## src/rlebr_pkg.sv

```systemverilog
package rlebr_pkg;

    localparam int ADDR_BITS_DEF = 12;
    localparam int ADDRESS_W     = 12;
    localparam int DATA_W        = 8;
    localparam int LEFT_W        = 8;

    localparam logic [1:0] OP_WRITE  = 2'd0;
    localparam logic [1:0] OP_START  = 2'd1;
    localparam logic [1:0] OP_FETCH  = 2'd2;
    localparam logic [1:0] OP_UNUSED = 2'd3;

    localparam logic [2:0] KIND_LIT0   = 3'd0;
    localparam logic [2:0] KIND_LIT1   = 3'd1;
    localparam logic [2:0] KIND_REPEAT = 3'd2;
    localparam logic [2:0] KIND_PAT4   = 3'd3;
    localparam logic [2:0] KIND_PAT2   = 3'd4;
    localparam logic [2:0] KIND_PAT3   = 3'd5;
    localparam logic [2:0] KIND_REF0   = 3'd6;
    localparam logic [2:0] KIND_REF1   = 3'd7;

    // controller -> datapath
    typedef struct packed {
        logic wr;         // store write
        logic set_start;  // load stream start, clear run state
        logic rd_cont;    // read next byte of the active run
        logic rd_tag;     // read tag at main position
        logic decode;     // tag in read data: set up run, read first operand
        logic rd_offlo;   // offset high byte in read data, read low byte
        logic backref;    // offset complete: read first copied byte or end
    } t_cmd;

    // datapath -> controller
    typedef struct packed {
        logic ended;
        logic left_zero;
        logic ref_kind;   // tag in read data is a back-reference
    } t_sts;

endpackage

```

## src/rlebr_ctrl.sv

```systemverilog
module rlebr_ctrl (
    input  logic                  i_clk,
    input  logic                  i_rst_n,
    input  logic                  start,
    input  logic [1:0]            i_opcode,
    input  rlebr_pkg::t_sts       i_sts,
    output rlebr_pkg::t_cmd       o_cmd,
    output logic                  busy,
    output logic                  o_strobe
);

    typedef enum logic [4:0] {
        ST_IDLE   = 5'b00001,
        ST_DECODE = 5'b00010,
        ST_OFFH   = 5'b00100,
        ST_OFFL   = 5'b01000,
        ST_EMIT   = 5'b10000
    } t_state;

    t_state r_state;
    t_state n_state;

    always_ff @(posedge i_clk) begin
        if (!i_rst_n) begin
            r_state <= ST_IDLE;
        end else begin
            r_state <= n_state;
        end
    end

    assign busy     = (r_state != ST_IDLE);
    assign o_strobe = (r_state == ST_EMIT);

    always_comb begin
        n_state = r_state;
        o_cmd   = '0;
        unique case (r_state)
            ST_IDLE: begin
                if (start) begin
                    unique case (i_opcode)
                        rlebr_pkg::OP_WRITE: begin
                            o_cmd.wr = 1'b1;
                        end
                        rlebr_pkg::OP_START: begin
                            o_cmd.set_start = 1'b1;
                        end
                        rlebr_pkg::OP_FETCH: begin
                            if (i_sts.ended) begin
                                n_state = ST_EMIT;
                            end else if (i_sts.left_zero) begin
                                o_cmd.rd_tag = 1'b1;
                                n_state      = ST_DECODE;
                            end else begin
                                o_cmd.rd_cont = 1'b1;
                                n_state       = ST_EMIT;
                            end
                        end
                        rlebr_pkg::OP_UNUSED: begin
                        end
                        default: begin
                        end
                    endcase
                end
            end
            ST_DECODE: begin
                o_cmd.decode = 1'b1;
                n_state      = i_sts.ref_kind ? ST_OFFH : ST_EMIT;
            end
            ST_OFFH: begin
                o_cmd.rd_offlo = 1'b1;
                n_state        = ST_OFFL;
            end
            ST_OFFL: begin
                o_cmd.backref = 1'b1;
                n_state       = ST_EMIT;
            end
            ST_EMIT: begin
                n_state = ST_IDLE;
            end
            default: begin
                n_state = ST_IDLE;
            end
        endcase
    end

endmodule

```

## config.mk

```make
export PLATFORM = sky130hd
export DESIGN_NAME = rlebr_ctrl
export DESIGN_NICKNAME = d
export VERILOG_FILES = /design/src/rlebr_pkg.sv /design/src/rlebr_ctrl.sv
export SDC_FILE = /design/constraint.sdc
export NUM_CORES = 1
export LEC_CHECK = 0
export ABC_AREA = 1
export ABC_CLOCK_PERIOD_IN_PS = 900
export BUFFER_PORTS_ARGS = -buffer_cell sky130_fd_sc_hd__buf_2
export CORE_AREA = 2 2 39 41
export DETAILED_ROUTE_END_ITERATION = 10
export DIE_AREA = 0 0 41 43
export SLEW_MARGIN = 20
export SYNTH_ARGS = -nofsm -noshare
export SYNTH_HDL_FRONTEND = slang
export SYNTH_SLANG_ARGS = --single-unit
```

## constraint.sdc

```tcl
create_clock -name i_clk -period 0.9 [get_ports i_clk]
set_input_delay 0 -clock i_clk [delete_from_list [all_inputs] [get_ports i_clk]]
set_output_delay 0 -clock i_clk [all_outputs]
set_load 0.01 [all_outputs]
```

* Yosys cells after proc, flatten, opt, wreduce, memory -nomap -nowiden *
Index checks and enable logic that the tools add are counted.

word-level totals
  flip-flop bits (word level) = 5
  bits of input ports = 8
  output and inout bits = 9
  word-level logic and storage cells = 30

operators by class
  eq/ne operators = 10
  multiplexer cells = 17
  reductions and logical operators = 2

operator list
  operator            number
  $mux 5              5
  $pmux 5 s4          1
  $mux 4              2
  $mux 1              7
  $eq 5x1->1 const B  1
  $eq 5x2->1 const B  1
  $eq 5x3->1 const B  1
  $eq 5x4->1 const B  1
  $eq 5x5->1 const B  1
  $ne 5x1->1 const B  1
  $mux 2              2
  $eq 2x1->1 const B  1
  $eq 2x2->1 const B  1
  $logic_not 2->1     1
  $ne 2x1->1 const B  1
  $ne 2x2->1 const B  1
  $reduce_and 2->1    1

* Depth between registers and ports, before layout *
Gate-level depths: netlist of run 1.

  word-level depth = 5
  depth in mapped cells = 7
  depth with buffers taken out = 7

* Least setup slack after synthesis of run 1 *
OpenSTA, ideal clock, no wires.

  kind = register to output
  start point = register r_state[0]
  end point = output port o_cmd[5] (netlist bit)
  data arrival time = 0.978 ns
  required time = 0.900 ns
  setup slack = -0.078 ns
  cell stages (with the launch flop) = 5
  path buffers = 0
  cell sequence = dfxtp_1 -> inv_2 -> nor2_4 -> nand3_4 -> nor4_1

RTL lines
  item                    RTL line          text
  start, declared         rlebr_ctrl.sv:20  t_state r_state;
  start signal, assigned  rlebr_ctrl.sv:27  r_state <= n_state;
  end, declared           rlebr_ctrl.sv:7   output rlebr_pkg::t_cmd o_cmd,

==> run summary, run 1 <==
The flow ran to the end, but the final reports show violations. The final reports fail on setup timing. The tools report the number of standard cells in the final layout excluding fillers as 101. The min-delay analysis places its worst path in the category input pin to flop. Most frequent standard cell in the layout excluding fill and tap cells: sky130_fd_sc_hd__buf_2. The run gives 0 as the remaining antenna violation count. The initial utilization of the core area, before any placement, comes to 25.1%. The via count of the first global-routing pass was 354; the area share of xor/xnor cells in the synthesized design was 0%. The run gives 0 as the number of hold buffers added after CTS.

Cell with the biggest individual delay on the critical path: sky130_fd_sc_hd__dfxtp_4. For the area of the core region, the log shows 1380 sq um. In this run switching power makes up 32.1% of total power. The maximum vdd drop was 0.673 mV; the critical path's largest stage delay was 0.34 ns. The cell area after synthesis came out at 348 sq um. The run gives -0.370 ns as the worst setup margin. Total count of hold-check failures in the final report: 0. In the final routed layout, each cell accounts on average for 9.79 um. The clock net sink count was 5; the overall global routing resource usage was 11.3%.

Counting flops per register, the top entry is r_state. For the worst setup path, the data required time is 0.90 ns. The number of buffers created by CTS was 3. The power share of the combinational group came out at 38.9%. The setup path with the least slack is of type flop to output port. After detailed routing, the total wire length is 989 um. Leaving out fill and tap cells, the most frequent cells in the layout are sky130_fd_sc_hd__buf_2, sky130_fd_sc_hd__inv_1, sky130_fd_sc_hd__nor2_1.

The internal power of the cells totals 0.550 mW. In the final layout, the share of cells above drive strength 1 is 69.4%. Setup repair after global routing could not meet its margin everywhere. The clock skew after layout is 0.00208 ns.

After Yosys synthesis, and, or, nand and nor cells account for 52.2% of the synthesized area. Terminus of the critical flop-to-flop path: r_state[4]. The tools report the number of top-level pins as 17. The worst hold path endpoint was r_state[2].

Endpoint type of the worst setup path: an output port. The die area is 1760 sq um, and the actual slew at the worst max-slew pin is 0.205 ns. The share of synthesized area occupied by flip-flops and latches is 28.8%. The first global-routing pass estimated 1300 um of wire. The HPWL after detailed placement is 659 um.

The gate family responsible for the most delay along the worst path is simple AND/OR/NAND/NOR gates. The number of cells on the worst hold path is 3, and the DRC violations left is 0. After technology mapping, the gate count stands at 56. The logs give 0 for the number of warnings printed during yosys synthesis and 86.3% for the worst relative slew slack.

In this run the power spent charging and discharging nets is 0.260 mW. The share of total power dissipated in the clock network is 31.0%. After layout, the worst path uses 141% of the clock period. The worst register-to-register path begins at r_state[3]. The largest registers in the layout are r_state: 5 flops. The startpoint of the most critical hold path was i_sts[0]. The height of the die came out at 43 um.

The final route contains 434 vias. The logs give 1.27 ns for the arrival time reported for the critical path endpoint and 90 for the total instance count after detailed placement. In the routed layout, each cell is associated on average with a via count of 4.30. The layout overhead on the synthesized area was 86.7%.

The placer's final routability congestion estimate is 0.744, and the finished layout cell area is 649 sq um. Summed over all cells, the static leakage comes to 0.351 nW. The final-report max-slew violation count was 0; the deepest level of the CTS H-tree was 1. The fmax is 0.788 GHz, and the number of design-rule violations left by the first detailed-router iteration is 6.

The flip-flop count of the largest register, all copies and words added works out to 5. Post-synthesis compound-gate area fraction: 2.88%. For the worst slack at placement, the log shows -0.138 ns. In this run the clock root is driven by a sky130_fd_sc_hd__clkbuf_4.

No sink is reached through more buffers than the 2 on the longest clock path. The tools report the post-placement cell area as 469 sq um. The number of buffers and inverters on the critical path came out at 2. The floorplan step set the die width to 41 um. The top fanout value on the critical path is 4, and the largest net degree at the start of global routing is 6.

The average size of a mapped cell was 6.21 sq um. The final antenna diode count was 0. The tools report the initial antenna violation count as 0. The final critical path time including I/O delays and setup was 1.27 ns; the remaining global-route overflow was 0. TritonCTS built the clock tree. The register clock-pin slew on the reported worst setup and hold paths came out at 0.04 ns. Counting cells, the worst reg-to-reg path comes to 8. Of the post-synthesis cell area, the part taken by muxes is 0%. Adding up every negative setup slack in the final design gives -3.22 ns.

The adder and majority cell fraction of the synthesized area was 0%. The startpoint class of the critical path was a flop. The first detailed-routing pass ran for 4 iterations. The number of synthesized register bits is 5, and the count of cell types in the netlist is 13. By area, the combinational part of the netlist is dominated by simple AND/OR/NAND/NOR gates. In this run the tool buffered the top-level ports with 16 buffer cells.

The register-to-register path setup slack is -0.30 ns, and the max-capacitance violation count is 0. The sequential power share is 30.1%. The number of core rows is 14.

Walking the worst path, the cells encountered are buf_4, nor2_4, nand3_4, nor4_2, buf_2. The logs give 0.24 ns for the clock network latency to the later pin of the worst-skew pair and 46.9% for the final standard cell utilization of the core. Dividing total power by cell area gives a power density of 1250 nW/um^2. Net total in the final layout: 94.

The logs give 64 for the synthesized net count and 13 for the total of endpoints with negative setup slack in the final report.
-- synthesized netlist by cell type (all sizes together) --
master	count	area (sq um)
nand4	2	12.5
nor4	2	12.5
o21ai	2	10.0
nor3	4	20.0
nor2	16	80.1
inv	15	56.3
dfxtp	5	100
nand2	9	38.8
nand3	1	17.5
-- layout make-up --
class / count / area, sq um
fill: 138 / 734
multi-input combinational: 36 / 262
timing repair buffer: 25 / 175
sequential: 5 / 110
inverter: 15 / 56.3
clock buffer: 4 / 26.3
tap: 16 / 20.0
-- through the flow --
step / power (mW) / hold WS [ns]
2_1_floorplan: 0.387 / 0.0332
3_5_place_dp: 0.458 / 0.257
3_3_place_gp: 0.456 / 0.255
6_report: 0.810 / 0.0385
4_1_cts: 0.733 / 0.00664
5_1_grt: 0.865 / 0.0399
-- cell families (layout without fill, tap and decap cells) --
family / count (synthesis) / in the layout
buffers and inverters: 15 / 44
AND/OR/NAND/NOR: 34 / 34
flip-flops: 5 / 5
AO/OA/AOI/OAI: 2 / 2
-- routing by layer --
metal	up-vias	share of wire, %	global-route usage, %
li1	229	-	-
met1	199	37	12.3
met2	4	60	16.6
met3	2	1.8	3.14
met4	0	1.0	10.0
met5	-	0	0
-- power by group through the flow --
stage / Combinational (mW) / Clock (mW) / Sequential [mW]
4_1_cts: 0.216 / 0.268 / 0.249
2_1_floorplan: 0.136 / 0 / 0.251
3_5_place_dp: 0.205 / 0 / 0.253
3_3_place_gp: 0.204 / 0 / 0.252
6_report: 0.315 / 0.251 / 0.244
5_1_grt: 0.340 / 0.280 / 0.245
-- tightest hold or removal path: cells and delay by family --
family,cells,cell delay [ns]
buffers and inverters,2,0.18
and+or+nand+nor,1,0.06
-- worst max-delay path by stage --
stage	slack (ns)	start	cells past startpoint	end
2_1_floorplan	-0.08	r_state[0]	4	o_cmd[5]
3_3_place_gp	-0.15	r_state[3]	6	o_cmd[4]
3_5_place_dp	-0.14	r_state[2]	6	o_cmd[4]
4_1_cts	-0.34	r_state[3]	6	o_cmd[4]
5_1_grt	-0.44	r_state[3]	6	o_cmd[4]
6_report	-0.37	r_state[3]	5	o_cmd[5]
-- timing repair --
| action | 4_1_cts | 5_1_grt |
|---|---|---|
| hold endpoints to repair | 0 | 0 |
| setup buffers | 3 | 5 |
| endpoints found under the setup margin | 13 | 13 |
| pin swaps | 3 | 7 |
| gates resized for setup | 12 | 20 |
No activity file was read; power rests on OpenSTA's default activity.
==> run 2: changes to the inputs <==
--- a/config.mk
+++ b/config.mk
@@ -11,6 +11,7 @@
 export CORE_AREA = 2 2 39 41
 export DETAILED_ROUTE_END_ITERATION = 10
 export DIE_AREA = 0 0 41 43
+export SKIP_LAST_GASP = 1
 export SLEW_MARGIN = 20
 export SYNTH_ARGS = -nofsm -noshare
 export SYNTH_HDL_FRONTEND = slang
==> run summary, run 2 (same netlist as run 1, synthesis figures left out) <==
The number of port buffers is 16 (unchanged). The final critical path time including I/O delays and setup is 1.27 ns (+0.00133 ns). The run gives 0 (unchanged) as the final antenna diode count.

The critical path in this run is classified as flop to output port. The final reports fail on setup timing. The first-pass GRT wire length is 1310 um (+1.1%). The run gives 12.6% (+0.32 points) as the global routing met1 resource utilization. For the number of top-level pins, the log shows 17 (unchanged). For the largest net degree at the start of global routing, the log shows 6 (unchanged). The layer flagged by global routing as most heavily used is met2.

For the number of core rows, the log shows 14 (unchanged). The run finished, with violations left. The layout cell share with drive strength beyond 1 is 68.2% (-1.2 points), and the final standard cell utilization of the core is 46.5% (-0.45 points). For the worst slack at placement, the log shows -0.138 ns (unchanged). Leaving out fill and tap cells, the most frequent cells in the layout are sky130_fd_sc_hd__buf_2, sky130_fd_sc_hd__inv_1, sky130_fd_sc_hd__nor2_1, sky130_fd_sc_hd__inv_2, sky130_fd_sc_hd__buf_4.

The horizontal extent of the die is 41 um (unchanged), and the maximum vdd drop is 0.675 mV (+0.36%). The met2 layer usage reported by global route was 16.6% (unchanged). For the number of search-and-repair iterations in the first detailed-routing pass, the log shows 4 (unchanged). The fmax is 0.787 GHz (-0.10%). The tools report the arrival time reported for the critical path endpoint as 1.27 ns (about the same). The clock network latency to the later pin of the worst-skew pair was 0.24 ns (about the same); the areal power density over the cells was 1260 nW/um^2 (+1.1%). The layout overhead on the synthesized area is 84.9%. The logs give 0 (unchanged) for the remaining global-route overflow and 0 (unchanged) for the max-capacitance violation count. The net total in the final layout was 94 (unchanged).

The tightest hold margin is 0.0439 ns (+0.00542 ns). The critical path's largest stage delay is 0.34 ns (about the same), and the worst setup margin is -0.371 ns (-0.00133 ns). The largest registers in the layout are r_state: 5 flops. Total of endpoints with negative setup slack in the final report: 13 (unchanged). The most frequent standard cell in the layout excluding fill and tap cells is sky130_fd_sc_hd__buf_2. Remaining antenna violation count: 0 (unchanged). The final HPWL from detailed placement was 659 um (unchanged).

The tools report the endpoint type of the worst setup path as an output port. The logs give 0 (unchanged) for the final-report max-slew violation count and 430 (-0.92%) for the via count. The cell leakage power was 0.350 nW (-0.36%). The critical path goes through buf_4, nor2_4, nand3_4, nor4_2, buf_2. The worst-case clock buffer depth was 2 (unchanged). The critical path data required time is 0.90 ns (about the same). The post-placement cell area is 469 sq um (unchanged). The logs give 8 (+2) for the number of design-rule violations left by the first detailed-router iteration and 3 (unchanged) for the number of buffers created by CTS. The via count normalized by instance count is 4.26 (-0.92%). TritonCTS built the clock tree. The tools report the overall routed net length as 1030 um (+3.8%). The die area was 1760 sq um (unchanged). The finished layout cell area is 643 sq um (-0.96%), and the register clock-pin slew on the reported worst setup and hold paths is 0.04 ns (about the same). The largest individual stage delay along the critical path comes from the cell sky130_fd_sc_hd__dfxtp_4.

The tools report the met3 capacity usage during global routing as 3.14% (unchanged). Grouping stages by cell kind, the critical path spends the most delay in simple AND/OR/NAND/NOR gates. The clock net sink count is 5 (unchanged).

The path class of the lowest-slack min-delay path is input pin to flop. The run gives 0.744 (unchanged) as the placer's final routability congestion estimate. The number of fill cells came out at 138 (unchanged). Flip-flop count of the largest register, all copies and words added: 5 (unchanged). The actual slew at the worst max-slew pin is 0.199 ns (-0.00544 ns), and the number of buffers and inverters on the critical path is 2 (unchanged). The run gives 25.1% (unchanged) as the starting density of the core. The initial antenna violation count came out at 0 (unchanged).

The setup TNS after final layout came out at -3.25 ns (-0.0303 ns). Startpoint class of the critical path: a flop. The register with the most flip-flops in the final layout is r_state. The via count of the first global-routing pass was 354 (unchanged); the height of the die was 43 um (unchanged). Setup repair after global routing could not meet its margin everywhere. The total count of hold-check failures in the final report was 0 (unchanged). The tree is rooted in a sky130_fd_sc_hd__clkbuf_4. The run gives 1 (unchanged) as the deepest level of the CTS H-tree. The area of the core region is 1380 sq um (unchanged), and the DRC violations left is 0 (unchanged). The top fanout value on the critical path came out at 4 (unchanged).

The post-detailed-route wirelength per cell came out at 10.2 um (+3.8%). The share of the clock period used by the worst path after layout was 141% (+0.15 points); the worst relative slew slack was 86.7% (+0.36 points). Overall global routing resource usage: 11.4% (+0.10 points).

The clock skew after layout was 0.00243 ns (+0.000348 ns).
[run 2: changes by cell type in the layout (fill, tap and decap cells not counted)]
cell,before,now
sky130_fd_sc_hd__buf_4,5,6
sky130_fd_sc_hd__buf_6,6,5
sky130_fd_sc_hd__nand2_1,2,3
sky130_fd_sc_hd__nand2_2,6,5
[run 2: worst reg2reg max path, stage by stage (launching register included)]
cell and delay [ns]:
sky130_fd_sc_hd__dfxtp_4 0.34, sky130_fd_sc_hd__buf_4 0.13, sky130_fd_sc_hd__nor2_4 0.14, sky130_fd_sc_hd__nand3_4 0.12, sky130_fd_sc_hd__buf_6 0.14, sky130_fd_sc_hd__nor2_4 0.07, sky130_fd_sc_hd__nor2_2 0.04, sky130_fd_sc_hd__nand2_2 0.07
sky130_fd_sc_hd__nor2_2 0.03
[run 2: path summary, 6_finish.rpt]
kind                            startpoint         end  slack, ns  depth (start not counted)
worst max-delay path            r_state[3]    o_cmd[5]      -0.37                          5
worst min register to register  r_state[3]  r_state[3]       0.55                          3
worst max register to register  r_state[3]  r_state[4]      -0.30                          8
worst min-delay path              i_sts[0]  r_state[2]       0.04                          3
[run 2: cell type report]
type                            instances  area [sq um]  area share, %
Multi-Input combinational cell         36           259           40.3
Timing Repair Buffer                   25           171           26.7
Sequential cell                         5           110           17.1
Inverter                               15          56.3           8.75
Clock buffer                            4          26.3           4.09
Tap cell                               16          20.0           3.11
[run 2: metrics by stage]
stage / power [mW] / cells
floorplan: 0.387 / 56
global placement: 0.456 / 90
detailed placement: 0.458 / 90
CTS: 0.733 / 97
global route: 0.864 / 101
finish: 0.811 / 101
[run 2: routing by layer]
metal,routed length [um],vias to the layer above
met4,10,0
met2,612,2
met5,0,-
li1,-,226
met1,388,200
met3,16,2
[run 2: what timing repair did]
action | in CTS | in global routing
endpoints found under the hold margin | 0 | 0
endpoints found under the setup margin | 13 | 13
pin swaps | 3 | 7
hold buffers | 0 | 0
buffers inserted | 3 | 5
gates cloned | 0 | 0
gates resized for setup | 11 | 19
[run 2: power breakdown]
group | internal (mW) | total, mW | switching (mW)
sequential | 0.231 | 0.244 | 0.0132
combinational | 0.153 | 0.316 | 0.164
clock | 0.167 | 0.251 | 0.0843
total | 0.550 | 0.811 | 0.261
